--- config.mk ---
export PLATFORM = sky130hd
export DESIGN_NAME = intel_hex_record_to_binary
export DESIGN_NICKNAME = d
export VERILOG_FILES = /design/src/design/ihex_pkg.sv /design/src/design/ihex_ram.sv /design/src/design/ihex_rx.sv /design/src/design/ihex_emit.sv /design/src/design/intel_hex_record_to_binary.sv
export SDC_FILE = /design/constraint.sdc
export NUM_CORES = 1
export LEC_CHECK = 0
export ABC_AREA = 1
export BUFFER_PORTS_ARGS = -buffer_cell sky130_fd_sc_hd__buf_2
export CORE_AREA = 2 2 310 434
export DETAILED_ROUTE_END_ITERATION = 16
export DIE_AREA = 0 0 312 436
export GPL_TIMING_DRIVEN = 0
export PLACE_DENSITY_LB_ADDON = 0.12
export SYNTH_ARGS = -nofsm -noshare
export SYNTH_HDL_FRONTEND = slang
export SYNTH_SLANG_ARGS = --single-unit
--- constraint.sdc ---
create_clock -name clk -period 3.2 [get_ports clk]
set_clock_uncertainty 0.05 [all_clocks]
set_input_delay 0 -clock clk [delete_from_list [all_inputs] [get_ports clk]]
set_output_delay 0 -clock clk [all_outputs]
set_load 0.02 [all_outputs]
--- src/design/ihex_pkg.sv ---
// shared types and constants for the intel hex record to binary block
package ihex_pkg;

	localparam int MAX_DATA_BYTES = 32;
	localparam int BUF_AW = (MAX_DATA_BYTES > 1) ? $clog2(MAX_DATA_BYTES) : 1;
	localparam int OUT_TDATA_W = 112;

	localparam logic FUNC_NEW_FILE = 1'b0;
	localparam logic FUNC_BYTE = 1'b1;

	localparam logic KIND_DATA = 1'b0;
	localparam logic KIND_STATUS = 1'b1;

	localparam logic [7:0] REC_DATA = 8'h00;
	localparam logic [7:0] REC_EOF = 8'h01;
	localparam logic [7:0] REC_SEGMENT = 8'h02;
	localparam logic [7:0] REC_LINEAR = 8'h04;

	typedef enum logic [2:0] {
		STAT_OK = 3'd0,
		STAT_EOF = 3'd1,
		STAT_TYPE = 3'd2,
		STAT_SUM = 3'd3,
		STAT_LEN = 3'd4,
		STAT_BACK = 3'd5
	} status_t;

	// finished record as seen by the emit side
	typedef struct packed {
		logic new_file;
		logic valid;
		logic len_ok;
		logic sum_ok;
		logic [7:0] data_length;
		logic [15:0] record_offset;
		logic [7:0] record_type;
	} rx_rec_t;

	typedef struct packed {
		logic idle;
		logic stopped;
	} emit_stat_t;

	typedef struct packed {
		logic en;
		logic [BUF_AW-1:0] addr;
		logic [7:0] data;
	} buf_wr_t;

	typedef struct packed {
		logic kind;
		logic [31:0] address;
		logic [7:0] data_byte;
		logic [31:0] gap_fill;
		status_t status;
		logic [31:0] first_address;
		logic last;
	} result_t;

endpackage

--- src/design/ihex_ram.sv ---
// record data buffer, one write port and one registered read port
module ihex_ram #(
	parameter int DEPTH = 32,
	parameter int WIDTH = 8,
	parameter int AW = 5
) (
	input logic clk,
	input logic wr_en,
	input logic [AW-1:0] wr_addr,
	input logic [WIDTH-1:0] wr_data,
	input logic rd_en,
	input logic [AW-1:0] rd_addr,
	output logic [WIDTH-1:0] rd_data
);

	logic [WIDTH-1:0] mem [DEPTH];

	always_ff @(posedge clk) begin
		if (wr_en) begin
			mem[wr_addr] <= wr_data;
		end
	end

	always_ff @(posedge clk) begin
		if (rd_en) begin
			rd_data <= mem[rd_addr];
		end
	end

endmodule

--- src/design/ihex_rx.sv ---
// byte intake: header fields, running checksum, byte count and buffer writes
module ihex_rx import ihex_pkg::*; (
	input logic clk,
	input logic arst_n,
	input logic s_axis_tvalid,
	output logic s_axis_tready,
	input logic [7:0] s_axis_tdata,
	input logic s_axis_tlast,
	input logic s_axis_tuser,
	input emit_stat_t emit_stat,
	output rx_rec_t rec,
	output buf_wr_t buf_wr
);

	logic [8:0] cnt_q;
	logic [7:0] sum_q;
	logic [7:0] dl_q;
	logic [15:0] off_q;
	logic [7:0] type_q;
	logic rec_valid_q;
	logic len_ok_q;
	logic sum_ok_q;
	logic acc;
	logic take_byte;
	logic [8:0] idx9;
	logic [9:0] total;

	assign s_axis_tready = emit_stat.idle && !rec_valid_q;
	assign acc = s_axis_tvalid && s_axis_tready;
	assign take_byte = acc && (s_axis_tuser == FUNC_BYTE) && !emit_stat.stopped;
	assign idx9 = cnt_q - 9'd4;
	assign total = {1'b0, cnt_q} + 10'd1;

	assign buf_wr.en = take_byte && !s_axis_tlast && (cnt_q >= 9'd4)
		&& (idx9 < 9'(MAX_DATA_BYTES));
	assign buf_wr.addr = idx9[BUF_AW-1:0];
	assign buf_wr.data = s_axis_tdata;

	assign rec.new_file = acc && (s_axis_tuser == FUNC_NEW_FILE);
	assign rec.valid = rec_valid_q;
	assign rec.len_ok = len_ok_q;
	assign rec.sum_ok = sum_ok_q;
	assign rec.data_length = dl_q;
	assign rec.record_offset = off_q;
	assign rec.record_type = type_q;

	always_ff @(posedge clk or negedge arst_n) begin
		if (!arst_n) begin
			cnt_q <= '0;
			sum_q <= '0;
			dl_q <= '0;
			off_q <= '0;
			type_q <= '0;
			rec_valid_q <= 1'b0;
			len_ok_q <= 1'b0;
			sum_ok_q <= 1'b0;
		end else begin
			rec_valid_q <= 1'b0;
			if (rec.new_file) begin
				cnt_q <= '0;
				sum_q <= '0;
				dl_q <= '0;
				off_q <= '0;
				type_q <= '0;
			end else if (take_byte) begin
				if (s_axis_tlast) begin
					rec_valid_q <= 1'b1;
					len_ok_q <= (total >= 10'd5) && (dl_q <= 8'(MAX_DATA_BYTES))
						&& (total == ({2'b00, dl_q} + 10'd5));
					sum_ok_q <= (sum_q + s_axis_tdata) == 8'h00;
					cnt_q <= '0;
					sum_q <= '0;
				end else begin
					if (cnt_q == 9'd0) begin
						dl_q <= s_axis_tdata;
					end else if (cnt_q == 9'd1) begin
						off_q[15:8] <= s_axis_tdata;
					end else if (cnt_q == 9'd2) begin
						off_q[7:0] <= s_axis_tdata;
					end else if (cnt_q == 9'd3) begin
						type_q <= s_axis_tdata;
					end
					sum_q <= sum_q + s_axis_tdata;
					if (cnt_q != 9'd511) begin
						cnt_q <= cnt_q + 9'd1;
					end
				end
			end
		end
	end

endmodule

--- src/design/ihex_emit.sv ---
// record evaluation, address bases and the buffer drain into the result register
module ihex_emit import ihex_pkg::*; (
	input logic clk,
	input logic arst_n,
	input rx_rec_t rec,
	output emit_stat_t emit_stat,
	output logic rd_en,
	output logic [BUF_AW-1:0] rd_addr,
	input logic [7:0] rd_data,
	output logic out_valid,
	input logic out_ready,
	output result_t out_res
);

	typedef enum logic [8:0] {
		S_IDLE = 9'b000000001,
		S_PLACE = 9'b000000010,
		S_DRD = 9'b000000100,
		S_DOUT = 9'b000001000,
		S_BRD0 = 9'b000010000,
		S_BRD1 = 9'b000100000,
		S_BSET = 9'b001000000,
		S_STAT = 9'b010000000,
		S_HOLD = 9'b100000000
	} emit_state_t;

	emit_state_t state_q;
	logic [19:0] seg_q;
	logic [31:0] lin_q;
	logic [31:0] next_q;
	logic seen_q;
	logic [31:0] start_q;
	logic stopped_q;
	logic [31:0] cur_q;
	logic [31:0] gap_q;
	logic [31:0] addr_q;
	logic [BUF_AW-1:0] idx_q;
	logic [7:0] hi_q;
	status_t status_q;
	logic out_valid_q;
	result_t res_q;

	logic out_free;
	logic [31:0] base;
	logic [31:0] eff_next;
	logic [32:0] diff;
	logic [7:0] idx_ext;
	logic [15:0] value;

	assign out_free = !out_valid_q || out_ready;
	assign base = (seg_q != 20'd0) ? {12'd0, seg_q} : lin_q;
	assign eff_next = seen_q ? next_q : cur_q;
	assign diff = {1'b0, cur_q} - {1'b0, eff_next};
	assign idx_ext = {{(8-BUF_AW){1'b0}}, idx_q};
	assign value = {hi_q, rd_data};

	assign emit_stat.idle = (state_q == S_IDLE);
	assign emit_stat.stopped = stopped_q;
	assign out_valid = out_valid_q;
	assign out_res = res_q;

	always_comb begin
		rd_en = 1'b0;
		rd_addr = idx_q;
		unique case (state_q)
			S_DRD: begin
				rd_en = 1'b1;
			end
			S_BRD0: begin
				rd_en = 1'b1;
				rd_addr = '0;
			end
			S_BRD1: begin
				rd_en = 1'b1;
				rd_addr = BUF_AW'(1);
			end
			default: begin
				rd_en = 1'b0;
			end
		endcase
	end

	always_ff @(posedge clk or negedge arst_n) begin
		if (!arst_n) begin
			state_q <= S_IDLE;
			seg_q <= '0;
			lin_q <= '0;
			next_q <= '0;
			seen_q <= 1'b0;
			start_q <= '1;
			stopped_q <= 1'b0;
			out_valid_q <= 1'b0;
			status_q <= STAT_OK;
			idx_q <= '0;
			cur_q <= '0;
			gap_q <= '0;
			addr_q <= '0;
			hi_q <= '0;
			res_q <= '0;
		end else begin
			if (out_ready) begin
				out_valid_q <= 1'b0;
			end
			unique case (state_q)
				S_IDLE: begin
					if (rec.new_file) begin
						seg_q <= '0;
						lin_q <= '0;
						next_q <= '0;
						seen_q <= 1'b0;
						start_q <= '1;
						stopped_q <= 1'b0;
					end else if (rec.valid) begin
						state_q <= S_STAT;
						if (!rec.len_ok) begin
							status_q <= STAT_LEN;
						end else if (!rec.sum_ok) begin
							status_q <= STAT_SUM;
						end else begin
							case (rec.record_type)
								REC_DATA: begin
									cur_q <= base + {16'd0, rec.record_offset};
									state_q <= S_PLACE;
								end
								REC_EOF: begin
									status_q <= STAT_EOF;
								end
								REC_SEGMENT, REC_LINEAR: begin
									if (rec.data_length != 8'd2) begin
										status_q <= STAT_LEN;
									end else begin
										state_q <= S_BRD0;
									end
								end
								default: begin
									status_q <= STAT_TYPE;
								end
							endcase
						end
					end
				end
				S_PLACE: begin
					if (diff[32]) begin
						status_q <= STAT_BACK;
						state_q <= S_STAT;
					end else begin
						if (!seen_q) begin
							seen_q <= 1'b1;
							start_q <= cur_q;
						end
						gap_q <= diff[31:0];
						addr_q <= cur_q;
						idx_q <= '0;
						status_q <= STAT_OK;
						if (rec.data_length != 8'd0) begin
							next_q <= cur_q + {24'd0, rec.data_length};
							state_q <= S_DRD;
						end else begin
							next_q <= eff_next;
							state_q <= S_STAT;
						end
					end
				end
				S_DRD: begin
					state_q <= S_DOUT;
				end
				S_DOUT: begin
					if (out_free) begin
						out_valid_q <= 1'b1;
						res_q.kind <= KIND_DATA;
						res_q.address <= addr_q;
						res_q.data_byte <= rd_data;
						res_q.gap_fill <= gap_q;
						res_q.status <= STAT_OK;
						res_q.first_address <= start_q;
						res_q.last <= 1'b0;
						addr_q <= addr_q + 32'd1;
						gap_q <= '0;
						idx_q <= idx_q + BUF_AW'(1);
						if ((idx_ext + 8'd1) == rec.data_length) begin
							state_q <= S_STAT;
						end else begin
							state_q <= S_DRD;
						end
					end
				end
				S_BRD0: begin
					state_q <= S_BRD1;
				end
				S_BRD1: begin
					// entry 0 is on the read port here, entry 1 follows
					hi_q <= rd_data;
					state_q <= S_BSET;
				end
				S_BSET: begin
					state_q <= S_HOLD;
				end
				S_HOLD: begin
					if (rec.record_type == REC_SEGMENT) begin
						seg_q <= {value, 4'd0};
						lin_q <= '0;
					end else begin
						lin_q <= {value, 16'd0};
						seg_q <= '0;
					end
					status_q <= STAT_OK;
					state_q <= S_STAT;
				end
				S_STAT: begin
					if (out_free) begin
						out_valid_q <= 1'b1;
						res_q.kind <= KIND_STATUS;
						res_q.address <= '0;
						res_q.data_byte <= '0;
						res_q.gap_fill <= '0;
						res_q.status <= status_q;
						res_q.first_address <= start_q;
						res_q.last <= 1'b1;
						if (status_q != STAT_OK) begin
							stopped_q <= 1'b1;
						end
						state_q <= S_IDLE;
					end
				end
				default: begin
					state_q <= S_IDLE;
				end
			endcase
		end
	end

	a_rec_only_when_idle: assert property (@(posedge clk) disable iff (!arst_n)
		rec.valid |-> (state_q == S_IDLE))
		else $error("record finished while emit side busy");

	a_error_stops: assert property (@(posedge clk) disable iff (!arst_n)
		(state_q == S_STAT && out_free && status_q != STAT_OK) |=> stopped_q)
		else $error("error status did not stop the block");

	a_drain_in_range: assert property (@(posedge clk) disable iff (!arst_n)
		(state_q == S_DOUT) |-> (idx_ext < rec.data_length))
		else $error("buffer drain index past record length");

	a_back_no_data: assert property (@(posedge clk) disable iff (!arst_n)
		(state_q == S_PLACE && diff[32]) |=> (state_q == S_STAT))
		else $error("backward record did not go straight to status");

endmodule

--- src/design/intel_hex_record_to_binary.sv ---
// top level of the intel hex record to binary block
// Record bytes are taken one per cycle into a 32-entry buffer memory while the header
// fields and checksum are collected. The transaction carrying the checksum byte ends
// the record; the input then stalls while the record is evaluated. Each byte of a data
// record is read from the buffer's registered read port and then loaded into the output
// register, waiting while the output is stalled, before the status result is loaded; an
// address base record first reads both buffer entries and other records go straight to
// their status. Results wait in an output register, so the input reopens while the final
// status is still pending. The buffer needs no clearing after reset.
module intel_hex_record_to_binary import ihex_pkg::*; (
	input logic clk,
	input logic arst_n,
	input logic s_axis_tvalid,
	output logic s_axis_tready,
	input logic [7:0] s_axis_tdata, // record_byte
	input logic s_axis_tlast, // line_end
	input logic s_axis_tuser, // func
	output logic m_axis_tvalid,
	input logic m_axis_tready,
	// address, data_byte, gap_fill, status, first_address, zero pad
	output logic [OUT_TDATA_W-1:0] m_axis_tdata,
	output logic m_axis_tlast, // last
	output logic m_axis_tuser // kind
);

	emit_stat_t emit_stat;
	rx_rec_t rec;
	buf_wr_t buf_wr;
	logic rd_en;
	logic [BUF_AW-1:0] rd_addr;
	logic [7:0] rd_data;
	result_t res;

	ihex_rx u_rx (
		.clk(clk),
		.arst_n(arst_n),
		.s_axis_tvalid(s_axis_tvalid),
		.s_axis_tready(s_axis_tready),
		.s_axis_tdata(s_axis_tdata),
		.s_axis_tlast(s_axis_tlast),
		.s_axis_tuser(s_axis_tuser),
		.emit_stat(emit_stat),
		.rec(rec),
		.buf_wr(buf_wr)
	);

	ihex_ram #(
		.DEPTH(MAX_DATA_BYTES),
		.WIDTH(8),
		.AW(BUF_AW)
	) u_ram (
		.clk(clk),
		.wr_en(buf_wr.en),
		.wr_addr(buf_wr.addr),
		.wr_data(buf_wr.data),
		.rd_en(rd_en),
		.rd_addr(rd_addr),
		.rd_data(rd_data)
	);

	ihex_emit u_emit (
		.clk(clk),
		.arst_n(arst_n),
		.rec(rec),
		.emit_stat(emit_stat),
		.rd_en(rd_en),
		.rd_addr(rd_addr),
		.rd_data(rd_data),
		.out_valid(m_axis_tvalid),
		.out_ready(m_axis_tready),
		.out_res(res)
	);

	assign m_axis_tdata = {5'd0, res.first_address, res.status, res.gap_fill,
		res.data_byte, res.address};
	assign m_axis_tlast = res.last;
	assign m_axis_tuser = res.kind;

endmodule
==> reports/qor.csv <==
metric,value,unit
outcome,"finished, final reports clean",
pin count of the biggest net entering global routing,113,
power per cell area,629,mW/mm²
highest-count cells in the layout ignoring fill and taps,"nand2_1 (967), inv_1 (354), dfrtp_1 (327)",
grt ovf,0,
Min-Delay Startpoint,s_axis_tdata[2],
initial antenna violation count,1,
Clock Path Buffers,3,
Critical Path AT,3670,ps
die width,312,µm
ANT nets after route,0,
Reg2Reg Depth,19,
HPWL Detailed,94400,µm
Ys Warns,0,
# DRC,0,
setup_tns,0,ps
CP startpoint kind,flip-flop,
R2R setup slack,60,ps
htree depth,3,
mapped cell area,0.0328,mm²
Finished Layout Cells,5911,
ys async rst share,59.0,%
clock tree root driver cell,clkbuf_16,
WS Path Type,reg -> reg,
RePlAce Congestion,0.907,
vias in the first global route,28000,
clk_lat worst skew,670,ps
post-synthesis sequential area ratio,53.2,%
VDD IR max,0.358,mV
Port Buf Inserts,124,
dpl cells,5670,
minimum clock period,3140,ps
Rel. slew slack,19.9,%
unrepaired setup endpoints after global routing,yes,
die area,0.136,mm²
total power,0.0256,W
cts bufs inserted,76,
Syn-to-layout area delta,23.6,%
first-pass GRT wire length,187000,µm
"commonest non-fill, non-tap cell in the layout",nand2_1,
reg-to-reg startpoint,u_emit.seen_q,
"Avg Cell Area, Syn",8.69,µm²
share of cells above drive strength 1,16.6,%
Core Box Area,0.132,mm²
Worst Path Max Fanout,8,
"CTS clk-pin slew, worst paths",60,ps
via-per-instance ratio,4.57,
Layout Nets,4179,
Slew Limit Fails,0,
"area leader, netlist",dfrtp_1,
worst slew pin tran,1200,ps
fmax,319,MHz
post-synthesis cell count,3779,
starting density of the core,24.9,%
Post-synth EDFFs,264,
final hold violations,0,
max-cap viol count,0,
HP Class,in -> reg,
drt first pass iters,5,
"flops & latches, synth",644,
worst hold stages,1,
CP endpoint kind,flip-flop,
detailed-route via count,27000,
clock sinks,644,
Synth Flop Type,dfrtp_1,
WHS Endpoint,u_ram.mem[21][2],
Leak,18.2,nW
overall routed net length,127000,µm
total track usage,18.6,%
mean routed wirelength per cell,21.6,µm
final period utilization,98.1,%
Final setup viols,0,
TritonCTS clock tree,built,
area share of the largest cell type after synthesis,26.4,%
setup ws final,61.7,ps
library cells used by synthesis,51,
drt initial violations,1612,
r2r endpoint,u_emit.start_q[6],
Worst EP required,3740,ps
Cell Rows,158,
ranking of synthesized cells by area,"dfrtp_1 (26%), edfxtp_1 (24%), nand2_1 (11%)",
io pins,130,
Place WS,-2070,ps
Die Y,436,µm
[cells by family after synthesis]
family | count (synthesis) | synth area share, %
AOI/OAI and AO/OA | 594 | 10.4
xor gates and xnor gates | 105 | 2.80
adders and majority gates | 76 | 2.99
buffers and inverters | 558 | 6.66
DFF | 644 | 53.2
muxes | 11 | 0.335
other | 1 | 0.0114
and+or+nand+nor | 1790 | 23.6
[through the flow]
step	hold slack [ps]	util (%)	area (µm²)
2_1_floorplan	-346	-	32900
3_3_place_gp	341	27.0	35700
3_5_place_dp	-18.2	27.1	35800
4_1_cts	21.7	30.2	39900
5_1_grt	55.2	30.7	40600
6_report	20.9	30.7	40600
[final cells by class]
type	instances	area, µm²
fill	14300	91500
sequential	644	17500
multi-input combinational	2583	14100
tap	1760	2200
clock buffer	98	2140
timing repair buffer	226	1660
inverter	390	1520
buffer	168	1020
clock inverter	41	447
antenna	1	2.50
[how the worst max path moves through the flow]
| stage | endpoint | start | slack [ps] |
|---|---|---|---|
| floorplan | u_emit.addr_q[8] | u_emit.seen_q | 180 |
| global placement | u_emit.lin_q[22] | arst_n | -6390 |
| detailed placement | u_emit.gap_q[31] | u_emit.seen_q | -2070 |
| CTS | u_ram.mem[30][4] | u_emit.state_q[6] | 0.06 |
| global route | u_emit.start_q[19] | u_emit.seen_q | -60 |
| finish | u_emit.start_q[6] | u_emit.seen_q | 60 |
[cells in the mapped netlist (3+ instances only)]
| master | number |
|---|---|
| nor2_4 | 7 |
| xor2_1 | 67 |
| dfstp_2 | 33 |
| o21ai_1 | 59 |
| edfxtp_1 | 264 |
| a21boi_1 | 3 |
| ha_1 | 72 |
| nand2_4 | 6 |
| nand2_2 | 6 |
| or2_2 | 3 |
| nand4_1 | 52 |
| a21oi_1 | 97 |
| nand3_1 | 299 |
| a31oi_1 | 4 |
| nand3b_1 | 55 |
| a32o_1 | 3 |
| a22o_1 | 7 |
| o22ai_1 | 27 |
| nand3_2 | 4 |
| a21boi_0 | 4 |
| buf_2 | 47 |
| o21ai_0 | 257 |
| nor2_1 | 292 |
| o31ai_1 | 20 |
| inv_1 | 373 |
| nor2_2 | 7 |
| buf_1 | 13 |
| nor3_1 | 47 |
| inv_2 | 15 |
| mux2i_1 | 11 |
| fa_1 | 4 |
| o21bai_1 | 4 |
| a21o_1 | 9 |
| clkbuf_1 | 99 |
| dfrtp_1 | 347 |
| nand2_1 | 992 |
| o211ai_1 | 85 |
| nor4_1 | 12 |
| buf_4 | 9 |
| xnor2_1 | 38 |
| a211oi_1 | 12 |
[worst max-delay path, cell delays in order (launching register included)]
cell and delay, ps:
dfrtp_2 450, inv_4 100, clkbuf_16 160, clkbuf_16 160
nor2_4 40, nor2_4 120, inv_2 60, ha_4 260
a21o_1 190, inv_2 60, o21ai_2 60, a21o_1 200
a21oi_4 170, buf_12 140, nand3_4 160, nand3_4 210
buf_12 180, clkbuf_16 170, nand2_2 40, o21ai_1 60
[layer usage]
layer	up-vias	wire length [µm]	track usage (%)
li1	13300	-	-
met1	12900	47400	19.3
met2	551	67600	35.5
met3	247	3780	2.12
met4	0	8610	11.0
met5	-	0	0
[flip-flops by register name (all words and copies together) (netlist names), 8 cells and up]
name / flops
u_emit.next_q: 32
u_emit.lin_q: 16
u_rx.sum_q: 8
u_ram.mem: 256
u_rx.type_q: 8
u_rx.dl_q: 8
u_emit.addr_q: 32
u_emit.state_q: 9
u_emit.gap_q: 32
u_rx.cnt_q: 9
u_emit.start_q: 32
u_emit.out_res: 108
u_ram.rd_data: 8
u_emit.hi_q: 8
u_rx.off_q: 16
u_emit.seg_q: 16
u_emit.cur_q: 32
[report_power, final]
part	switching, W	internal (W)
Sequential	0.000532	0.00955
Combinational	0.00426	0.00201
Clock	0.00381	0.00539
Total	0.00860	0.0170
[repair_timing]
item | 4_1_cts | 5_1_grt
gates resized for setup | 260 | 143
hold endpoints to repair | 360 | 0
cloned | 7 | 2
setup endpoints to repair | 466 | 383
hold buffers | 12 | 0
buffers inserted | 47 | 33
pin swaps | 23 | 35
Note: power is estimated with default switching activity, not from simulation.
